`src/hdl/ascii_reading_stats_collector_top_macros.svh`:
```
`ifndef ASCII_READING_STATS_COLLECTOR_TOP_MACROS_SVH
`define ASCII_READING_STATS_COLLECTOR_TOP_MACROS_SVH

// property that must hold at every clock edge outside reset
`define ARSC_ASSERT(label, prop, msg) \
  label: assert property (@(posedge clk_i) disable iff (!rst_ni) (prop)) \
    else $error(msg);

// condition that must never be seen outside reset
`define ARSC_NEVER(label, cond, msg) \
  label: assert property (@(posedge clk_i) disable iff (!rst_ni) !(cond)) \
    else $error(msg);

`endif

```
`src/hdl/arsc_pkg.sv`:
```
`default_nettype none

package arsc_pkg;

  localparam int NumBins = 20;
  localparam int BinW = (NumBins > 1) ? $clog2(NumBins) : 1;
  localparam logic [BinW-1:0] LastBin = BinW'(NumBins - 1);

  localparam int QueueDepth = 2;
  localparam int QPtrW = $clog2(QueueDepth);
  localparam int QCntW = $clog2(QueueDepth + 1);

  localparam int DivSteps = 32;
  localparam int DivCntW = $clog2(DivSteps);

  localparam logic OpByte = 1'b0;
  localparam logic OpRead = 1'b1;

  localparam logic [2:0] HdrLen       = 3'd3;
  localparam logic [2:0] PosDigitLast = 3'd6;
  localparam logic [7:0] HdrByte0     = 8'h6D;
  localparam logic [7:0] HdrByte1     = 8'h3A;
  localparam logic [7:0] HdrByte2     = 8'h20;
  localparam logic [15:0] AsciiZero   = 16'd48;
  localparam logic [15:0] DecBase     = 16'd10;
  localparam logic [31:0] MeanScale   = 32'd100;

  typedef enum logic {
    CMD_RECORD,
    CMD_READ
  } cmd_op_e;

  typedef struct packed {
    cmd_op_e     op;
    logic [15:0] value;
  } cmd_t;

  typedef enum logic [1:0] {
    BS_IDLE,
    BS_MUL,
    BS_DIV,
    BS_EMIT
  } back_state_e;

endpackage

`default_nettype wire

```
`src/hdl/arsc_front.sv`:
```
`default_nettype none

module arsc_front (
  input  logic           clk_i,
  input  logic           rst_ni,
  input  logic           in_valid_i,
  output logic           in_ready_o,
  input  logic           opcode_i,
  input  logic [7:0]     rx_byte_i,
  output logic           cmd_valid_o,
  input  logic           cmd_ready_i,
  output arsc_pkg::cmd_t cmd_o
);
  import arsc_pkg::*;

  logic [2:0]  pos_q, pos_d;
  logic [15:0] acc_q, acc_d;
  logic [15:0] digit, acc_x10, acc_next;
  logic [7:0]  hdr_byte;
  logic        accept;

  assign in_ready_o = cmd_ready_i;
  assign accept     = in_valid_i & cmd_ready_i;
  assign digit      = {8'd0, rx_byte_i} - AsciiZero;
  assign acc_x10    = acc_q * DecBase;
  assign acc_next   = (pos_q == HdrLen) ? digit : acc_x10 + digit;

  always_comb begin
    case (pos_q[1:0])
      2'd0:    hdr_byte = HdrByte0;
      2'd1:    hdr_byte = HdrByte1;
      2'd2:    hdr_byte = HdrByte2;
      default: hdr_byte = HdrByte0;
    endcase
  end

  always_comb begin
    pos_d       = pos_q;
    acc_d       = acc_q;
    cmd_valid_o = 1'b0;
    cmd_o.op    = CMD_RECORD;
    cmd_o.value = acc_next;
    if (accept) begin
      if (opcode_i == OpRead) begin
        cmd_valid_o = 1'b1;
        cmd_o.op    = CMD_READ;
      end else if (pos_q < HdrLen) begin
        pos_d = (rx_byte_i == hdr_byte) ? pos_q + 3'd1 : 3'd0;
      end else begin
        acc_d = acc_next;
        if (pos_q == PosDigitLast) begin
          pos_d       = 3'd0;
          cmd_valid_o = 1'b1;
        end else begin
          pos_d = pos_q + 3'd1;
        end
      end
    end
  end

  always_ff @(posedge clk_i or negedge rst_ni) begin
    if (!rst_ni) begin
      pos_q <= 3'd0;
      acc_q <= 16'd0;
    end else begin
      pos_q <= pos_d;
      acc_q <= acc_d;
    end
  end

endmodule

`default_nettype wire

```
`src/hdl/arsc_queue.sv`:
```
`default_nettype none

module arsc_queue (
  input  logic           clk_i,
  input  logic           rst_ni,
  input  logic           push_valid_i,
  output logic           push_ready_o,
  input  arsc_pkg::cmd_t push_i,
  output logic           pop_valid_o,
  input  logic           pop_ready_i,
  output arsc_pkg::cmd_t pop_o
);
  import arsc_pkg::*;

  cmd_t             mem_q [QueueDepth];
  logic [QPtrW-1:0] wr_ptr_q, rd_ptr_q;
  logic [QCntW-1:0] cnt_q;
  logic             push, pop;

  assign push_ready_o = (cnt_q != QCntW'(QueueDepth));
  assign pop_valid_o  = (cnt_q != '0);
  assign push         = push_valid_i & push_ready_o;
  assign pop          = pop_valid_o & pop_ready_i;
  assign pop_o        = mem_q[rd_ptr_q];

  always_ff @(posedge clk_i) begin
    if (push) begin
      mem_q[wr_ptr_q] <= push_i;
    end
  end

  always_ff @(posedge clk_i or negedge rst_ni) begin
    if (!rst_ni) begin
      wr_ptr_q <= '0;
      rd_ptr_q <= '0;
      cnt_q    <= '0;
    end else begin
      if (push) begin
        wr_ptr_q <= (wr_ptr_q == QPtrW'(QueueDepth - 1)) ? '0 : wr_ptr_q + 1'b1;
      end
      if (pop) begin
        rd_ptr_q <= (rd_ptr_q == QPtrW'(QueueDepth - 1)) ? '0 : rd_ptr_q + 1'b1;
      end
      if (push && !pop) begin
        cnt_q <= cnt_q + 1'b1;
      end else if (pop && !push) begin
        cnt_q <= cnt_q - 1'b1;
      end
    end
  end

endmodule

`default_nettype wire

```
`src/hdl/arsc_div.sv`:
```
`default_nettype none

module arsc_div (
  input  logic        clk_i,
  input  logic        rst_ni,
  input  logic        start_i,
  input  logic [31:0] dividend_i,
  input  logic [15:0] divisor_i,
  output logic        busy_o,
  output logic        done_o,
  output logic [31:0] quotient_o
);
  import arsc_pkg::*;

  logic [31:0]        quo_q;
  logic [15:0]        rem_q, dvs_q;
  logic [DivCntW-1:0] step_q;
  logic               busy_q, done_q;
  logic [16:0]        shifted, diff;
  logic               ge;

  assign shifted    = {rem_q, quo_q[31]};
  assign diff       = shifted - {1'b0, dvs_q};
  assign ge         = (shifted >= {1'b0, dvs_q});
  assign busy_o     = busy_q;
  assign done_o     = done_q;
  assign quotient_o = quo_q;

  always_ff @(posedge clk_i) begin
    if (start_i) begin
      quo_q <= dividend_i;
      rem_q <= 16'd0;
      dvs_q <= divisor_i;
    end else if (busy_q) begin
      quo_q <= {quo_q[30:0], ge};
      rem_q <= ge ? diff[15:0] : shifted[15:0];
    end
  end

  always_ff @(posedge clk_i or negedge rst_ni) begin
    if (!rst_ni) begin
      busy_q <= 1'b0;
      done_q <= 1'b0;
      step_q <= '0;
    end else begin
      done_q <= 1'b0;
      if (start_i) begin
        busy_q <= 1'b1;
        step_q <= '0;
      end else if (busy_q) begin
        step_q <= step_q + 1'b1;
        if (step_q == DivCntW'(DivSteps - 1)) begin
          busy_q <= 1'b0;
          done_q <= 1'b1;
        end
      end
    end
  end

endmodule

`default_nettype wire

```
`src/hdl/arsc_back.sv`:
```
`default_nettype none

`include "ascii_reading_stats_collector_top_macros.svh"

module arsc_back (
  input  logic           clk_i,
  input  logic           rst_ni,
  input  logic           cmd_valid_i,
  output logic           cmd_ready_o,
  input  arsc_pkg::cmd_t cmd_i,
  output logic           out_valid_o,
  input  logic           out_ready_i,
  output logic [31:0]    mean_x100_o,
  output logic           mean_valid_o,
  output logic [15:0]    sample_count_o,
  output logic [4:0]     bin_index_o,
  output logic [7:0]     bin_count_o,
  output logic           last_o
);
  import arsc_pkg::*;

  back_state_e     state_q, state_d;
  logic [31:0]     sum_q;
  logic [15:0]     count_q;
  logic [7:0]      bins_q [NumBins];
  logic [31:0]     num_q, mean_q;
  logic [15:0]     den_q;
  logic            den_pos_q, mean_valid_q;
  logic [BinW-1:0] idx_q, bin_sel;
  logic            out_valid_q;
  logic [31:0]     out_mean_q;
  logic            out_mean_valid_q, out_last_q;
  logic [15:0]     out_count_q;
  logic [4:0]      out_idx_q;
  logic [7:0]      out_bin_q;

  logic        rec, capture, clear, load_out, div_start;
  logic        div_busy, div_done;
  logic [31:0] div_quo;
  logic [16:0] den_full;
  logic        den_pos;

  assign den_full = {1'b0, count_q} - {9'd0, bins_q[0]};
  assign den_pos  = !den_full[16] && (den_full[15:0] != 16'd0);
  assign bin_sel  = (cmd_i.value < 16'(NumBins - 1)) ? cmd_i.value[BinW-1:0] : LastBin;

  arsc_div u_div (
    .clk_i      (clk_i),
    .rst_ni     (rst_ni),
    .start_i    (div_start),
    .dividend_i (num_q),
    .divisor_i  (den_q),
    .busy_o     (div_busy),
    .done_o     (div_done),
    .quotient_o (div_quo)
  );

  always_comb begin
    state_d     = state_q;
    cmd_ready_o = 1'b0;
    rec         = 1'b0;
    capture     = 1'b0;
    clear       = 1'b0;
    load_out    = 1'b0;
    div_start   = 1'b0;
    case (state_q)
      BS_IDLE: begin
        cmd_ready_o = 1'b1;
        if (cmd_valid_i) begin
          if (cmd_i.op == CMD_RECORD) begin
            rec = 1'b1;
          end else begin
            capture = 1'b1;
            state_d = BS_MUL;
          end
        end
      end
      BS_MUL: begin
        if (den_pos_q) begin
          div_start = 1'b1;
          state_d   = BS_DIV;
        end else begin
          state_d = BS_EMIT;
        end
      end
      BS_DIV: begin
        if (div_done) begin
          state_d = BS_EMIT;
        end
      end
      BS_EMIT: begin
        if (!out_valid_q || out_ready_i) begin
          load_out = 1'b1;
          if (idx_q == LastBin) begin
            clear   = 1'b1;
            state_d = BS_IDLE;
          end
        end
      end
      default: state_d = BS_IDLE;
    endcase
  end

  always_ff @(posedge clk_i or negedge rst_ni) begin
    if (!rst_ni) begin
      state_q     <= BS_IDLE;
      sum_q       <= 32'd0;
      count_q     <= 16'd0;
      idx_q       <= '0;
      out_valid_q <= 1'b0;
      for (int i = 0; i < NumBins; i++) begin
        bins_q[i] <= 8'd0;
      end
    end else begin
      state_q <= state_d;
      if (clear) begin
        sum_q   <= 32'd0;
        count_q <= 16'd0;
      end else if (rec) begin
        sum_q   <= sum_q + {16'd0, cmd_i.value};
        count_q <= count_q + 16'd1;
      end
      for (int i = 0; i < NumBins; i++) begin
        if (clear) begin
          bins_q[i] <= 8'd0;
        end else if (rec && (bin_sel == BinW'(i))) begin
          bins_q[i] <= bins_q[i] + 8'd1;
        end
      end
      if (capture) begin
        idx_q <= '0;
      end else if (load_out) begin
        idx_q <= (idx_q == LastBin) ? '0 : idx_q + 1'b1;
      end
      if (load_out) begin
        out_valid_q <= 1'b1;
      end else if (out_ready_i) begin
        out_valid_q <= 1'b0;
      end
    end
  end

  always_ff @(posedge clk_i) begin
    if (capture) begin
      num_q     <= sum_q * MeanScale;
      den_q     <= den_full[15:0];
      den_pos_q <= den_pos;
    end
    if (state_q == BS_MUL) begin
      mean_q       <= 32'd0;
      mean_valid_q <= den_pos_q;
    end else if (div_done) begin
      mean_q <= div_quo;
    end
    if (load_out) begin
      out_mean_q       <= mean_q;
      out_mean_valid_q <= mean_valid_q;
      out_count_q      <= count_q;
      out_idx_q        <= 5'(idx_q);
      out_bin_q        <= bins_q[idx_q];
      out_last_q       <= (idx_q == LastBin);
    end
  end

  assign out_valid_o    = out_valid_q;
  assign mean_x100_o    = out_mean_q;
  assign mean_valid_o   = out_mean_valid_q;
  assign sample_count_o = out_count_q;
  assign bin_index_o    = out_idx_q;
  assign bin_count_o    = out_bin_q;
  assign last_o         = out_last_q;

  `ARSC_ASSERT(a_div_only_in_div, div_busy |-> state_q == BS_DIV, "divider busy outside divide")
  `ARSC_ASSERT(a_record_counts, (rec && !clear) |=> count_q == $past(count_q) + 16'd1, "count lost")
  `ARSC_NEVER(a_idx_range, idx_q > LastBin, "bin index out of range")
  `ARSC_NEVER(a_mean_den, state_q == BS_EMIT && mean_valid_q && den_q == 16'd0, "valid mean on zero")

endmodule

`default_nettype wire

```
`src/hdl/ascii_reading_stats_collector_top.sv`:
```
// byte request: one per cycle while the command queue has room
// read request: once it leaves the queue, multiply, then the 32-step divider if the mean is valid,
// then one result per cycle as taken, 20 results in all
// the serial divider and the bin walk set the read cost; the queue holds 2 commands
// reset (rst_ni low, async) clears header match, digits, queue, sum, count and all bins
`default_nettype none

module ascii_reading_stats_collector_top (
  input  logic        clk_i,
  input  logic        rst_ni,
  input  logic        in_valid_i,
  output logic        in_ready_o,
  input  logic        opcode_i,
  input  logic [7:0]  rx_byte_i,
  output logic        out_valid_o,
  input  logic        out_ready_i,
  output logic [31:0] mean_x100_o,
  output logic        mean_valid_o,
  output logic [15:0] sample_count_o,
  output logic [4:0]  bin_index_o,
  output logic [7:0]  bin_count_o,
  output logic        last_o
);
  import arsc_pkg::*;

  logic fq_valid, fq_ready, qb_valid, qb_ready;
  cmd_t fq_cmd, qb_cmd;

  arsc_front u_front (
    .clk_i       (clk_i),
    .rst_ni      (rst_ni),
    .in_valid_i  (in_valid_i),
    .in_ready_o  (in_ready_o),
    .opcode_i    (opcode_i),
    .rx_byte_i   (rx_byte_i),
    .cmd_valid_o (fq_valid),
    .cmd_ready_i (fq_ready),
    .cmd_o       (fq_cmd)
  );

  arsc_queue u_queue (
    .clk_i        (clk_i),
    .rst_ni       (rst_ni),
    .push_valid_i (fq_valid),
    .push_ready_o (fq_ready),
    .push_i       (fq_cmd),
    .pop_valid_o  (qb_valid),
    .pop_ready_i  (qb_ready),
    .pop_o        (qb_cmd)
  );

  arsc_back u_back (
    .clk_i          (clk_i),
    .rst_ni         (rst_ni),
    .cmd_valid_i    (qb_valid),
    .cmd_ready_o    (qb_ready),
    .cmd_i          (qb_cmd),
    .out_valid_o    (out_valid_o),
    .out_ready_i    (out_ready_i),
    .mean_x100_o    (mean_x100_o),
    .mean_valid_o   (mean_valid_o),
    .sample_count_o (sample_count_o),
    .bin_index_o    (bin_index_o),
    .bin_count_o    (bin_count_o),
    .last_o         (last_o)
  );

endmodule

`default_nettype wire
```
`config.mk`:
```
export PLATFORM = sky130hd
export DESIGN_NAME = ascii_reading_stats_collector_top
export DESIGN_NICKNAME = d
export VERILOG_FILES = /design/src/hdl/arsc_pkg.sv /design/src/hdl/arsc_front.sv /design/src/hdl/arsc_queue.sv /design/src/hdl/arsc_div.sv /design/src/hdl/arsc_back.sv /design/src/hdl/ascii_reading_stats_collector_top.sv
export VERILOG_INCLUDE_DIRS = /design/src /design/src/hdl
export SDC_FILE = /design/constraint.sdc
export NUM_CORES = 1
export LEC_CHECK = 0
export BUFFER_PORTS_ARGS = -buffer_cell sky130_fd_sc_hd__buf_2
export CAP_MARGIN = 20
export CORE_MARGIN = 2
export CORE_UTILIZATION = 60
export DETAILED_ROUTE_END_ITERATION = 10
export PLACE_DENSITY = 0.77
export SETUP_SLACK_MARGIN = 0.2
export SLEW_MARGIN = 20
export SYNTH_ARGS = -nofsm -noshare
export SYNTH_HDL_FRONTEND = slang
export SYNTH_HIERARCHICAL = 1
export SYNTH_SLANG_ARGS = --single-unit
export TNS_END_PERCENT = 20
```
`constraint.sdc`:
```
create_clock -name clk_i -period 9 [get_ports clk_i]
set_clock_uncertainty 0.15 [all_clocks]
set_input_delay 0 -clock clk_i [delete_from_list [all_inputs] [get_ports clk_i]]
set_output_delay 0 -clock clk_i [all_outputs]
set_load 0.03 [all_outputs]
```
==> results.py <==
metrics = {
    "timing": {
        "slew_headroom_pct": 30.5,
        "slew_viol_final": 0,
        "setup_violations": 0,
        "rsz0062_at_grt": "no",
        "min_period_ns": 4.40,
        "max_slew.worst_pin.slew_ns": 1.04,
        "finalCritPeriodShare_pct": 48.9,
        "finalHoldViolations": 0,
        "max_freq_ghz": 0.227,
        "fin_setup_tns_ns": 0,
    },
    "route": {
        "route.detailed.drc": 0,
        "drtIter0Drc": 1557,
        "via_per_inst": 5.94,
        "drt-pass1-iter-count": 6,
        "ant_nets": 0,
        "wl_met1_mm": 25.6,
        "wirelength_mm": 58.4,
        "wl_met3_mm": 2.71,
        "wl_per_cell_um": 17.7,
        "wl_met2_mm": 28.5,
        "vias": 19600,
        "highest_layer": "met4",
    },
    "final_layout": {
        "layout_commonest_cell": "nor2_1",
        "drive_gt1_share_pct": 12.7,
        "fillCellCount": 3434,
        "mostFrequentLayoutCells": "nor2_1 (324), dfrtp_1 (241), edfxtp_1 (193), ha_1 (190), nand2_1 (176)",
        "layout.nets": 2890,
        "syn_to_final_growth_pct": 9.85,
        "antenna_cells": 0,
    },
    "yosys": {
        "yosysTopAreaCell": "dfrtp_1",
        "synthFlopType": "dfrtp_1",
        "ys_top_cells_by_area": "dfrtp_1 (22%), edfxtp_1 (21%), ha_1 (8.5%)",
        "ys_types": 97,
        "synth_top_area_share_pct": 21.7,
        "synth_area_per_cell_um2": 10.8,
        "ys_ff_latch": 484,
        "seq_area_frac_synth_pct": 45.8,
        "syn_area_um2": 28000,
        "ys_warn_count": 6,
        "synthCells": 2593,
        "synth_edf_count": 193,
        "synthArstFlopShare_pct": 50.2,
    },
    "worst_setup_path": {
        "critPathLaunch": "u_back/idx_q[0]",
        "endpoint": "u_back/bins_q[114]",
        "crit_path_max_incr_delay_ns": 0.78,
        "critPathKind": "register to register",
        "r2r-start": "u_back/idx_q[0]",
        "crit_fanout": 81,
        "crit_path_start_kind": "register",
        "required_ns": 9.28,
        "r2r_end": "u_back/bins_q[114]",
        "crit_slowest_cell": "buf_4",
        "cp.arrival_ns": 4.68,
        "cp_cell_sequence": "buf_4 > ha_1 > nand2_1 > nor3_1 > and2_4 > buf_4 > buf_4 > nor2_1",
        "crit_top_cell": "buf_4",
        "r2r_cells": 8,
        "crit_path_end_kind": "register",
        "ff2ff_setup_slack_ns": 4.60,
    },
    "die": {
        "dieArea_um2": 48400,
        "rows": 79,
        "die_y_um": 220,
        "io_pins": 78,
        "die-width_um": 220,
        "core_um2": 46400,
        "start_util_pct": 60.4,
    },
    "min_path": {
        "hold_start": "rx_byte_i[0]",
        "hold_path_class": "primary input to register",
    },
    "clock_network": {
        "clockBufferDepth": 3,
        "cts_tree": "done",
        "htreeDepth": 2,
        "clk_pin_slew_ns": 0.06,
        "clock_latency_ns": 0.58,
        "ctsRootBufferMaster": "clkbuf_16",
        "ctsResizeCount": 0,
        "cts_made_buffers": 51,
        "hold_buffers": 17,
        "clkSinkCount": 484,
        "post-cts-setup-buffer-count": 0,
    },
    "placement": {
        "io_buffers": 77,
        "gp_congestion": 0.884,
        "dp_hpwl_mm": 40.7,
    },
    "grt": {
        "antenna_found_initial": 0,
        "grt_overflow_total": 0,
        "grtUsageTotal_pct": 24.7,
        "grt_pass1_wl_mm": 97.2,
        "grt_start_max_net_pins": 99,
        "grt_pass1_vias": 19500,
    },
    "outcome": {
        "outcome": "completed",
    },
    "run": {
        "cap_violations": 0,
    },
}
==> flip-flops by register name, summed over array words and instances, names as in the netlist, 3 cells and up <==
name                     count
u_back/bins_q              160
u_back/bin_index_o           5
u_back/u_div/step_q          5
u_back/sum_q                30
u_back/den_q                16
u_front/pos_q                3
u_back/idx_q                 5
u_back/mean_q               32
u_queue/mem_q               34
u_back/u_div/quotient_o     32
u_back/u_div/dvs_q          16
u_back/bin_count_o           8
u_back/count_q              16
u_back/sample_count_o       16
u_back/mean_x100_o          32
u_back/u_div/rem_q          16
u_front/acc_q               15
u_back/num_q                30
==> stage by stage <==
step                instance area [µm²]  util [%]  hold slack [ns]  setup slack [ns]  instances
global placement                  28900      62.3          -0.0780              4.76       3195
finish                            30800      66.4            0.129              4.60       3306
floorplan                         28000         -           -0.446              5.03       2594
CTS                               30800      66.4           0.0714              4.58       3306
global route                      30800      66.4            0.113              4.16       3306
detailed placement                28900      62.3          -0.0698              4.60       3195
==> worst min path at each step <==
stage                           to  cells after the start
5_1_grt        u_queue/mem_q[0][0]                      2
4_1_cts        u_queue/mem_q[0][0]                      2
6_report       u_queue/mem_q[0][0]                      2
2_1_floorplan     u_back/bins_q[0]                      0
3_3_place_gp    u_back/count_q[13]                      1
3_5_place_dp    u_back/count_q[11]                      1
==> routing by layer <==
metal	vias up	GRT usage [%]
li1	9373	-
met1	9609	33.1
met2	533	42.2
met3	118	2.65
met4	0	7.96
met5	-	0
==> worst max-delay path, delay by kind of cell, from the launching register on <==
kind / cells / cell delay [ns]
buf+inv: 3 / 2.12
fa+ha+maj: 1 / 0.30
flops: 1 / 0.34
simple gates: 4 / 1.22
==> synth_stat cells, types with 9 or more instances <==
| library cell | number |
|---|---|
| nor4_4 | 13 |
| nor2b_1 | 20 |
| a311oi_1 | 9 |
| nand4_1 | 67 |
| mux2i_1 | 76 |
| xor2_1 | 120 |
| mux4_2 | 40 |
| edfxtp_1 | 193 |
| a31oi_1 | 13 |
| dfxtp_1 | 48 |
| nand2b_1 | 19 |
| fa_1 | 29 |
| a21oi_1 | 113 |
| o21ai_0 | 81 |
| a21o_1 | 24 |
| inv_1 | 162 |
| or3_1 | 25 |
| nand3_1 | 43 |
| o21a_1 | 24 |
| nor4_1 | 11 |
| buf_1 | 13 |
| xnor2_1 | 106 |
| nor2_1 | 324 |
| nand2_1 | 176 |
| clkbuf_1 | 69 |
| a211oi_1 | 18 |
| dfrtp_1 | 243 |
| ha_1 | 190 |
| nor3_1 | 30 |
| mux2_2 | 56 |
| mux2_4 | 9 |
| and2_1 | 10 |
| and3_1 | 44 |
==> final cells by class <==
type                       count  area [µm²]  share of cell area, %
clock inverter                26         310                   1.01
tap                          607         759                   2.47
clock buffer                  68        1410                   4.58
timing repair buffer         113         726                   2.36
sequential                   484       12800                   41.7
inverter                     162         608                   1.98
multi-input combinational   1846       14100                   45.9
==> logic make-up after synthesis <==
| kind of cell | synth area share, % |
|---|---|
| muxes | 8.66 |
| buffers and inverters | 3.80 |
| adders and majority gates | 10.6 |
| AOI/OAI and AO/OA | 8.85 |
| and+or+nand+nor | 15.2 |
| DFF | 45.8 |
| other | 0.0134 |
| xor gates and xnor gates | 7.06 |
Power is not shown: default switching activity piles up to over one toggle a cycle in this logic, so the estimate is an artifact.
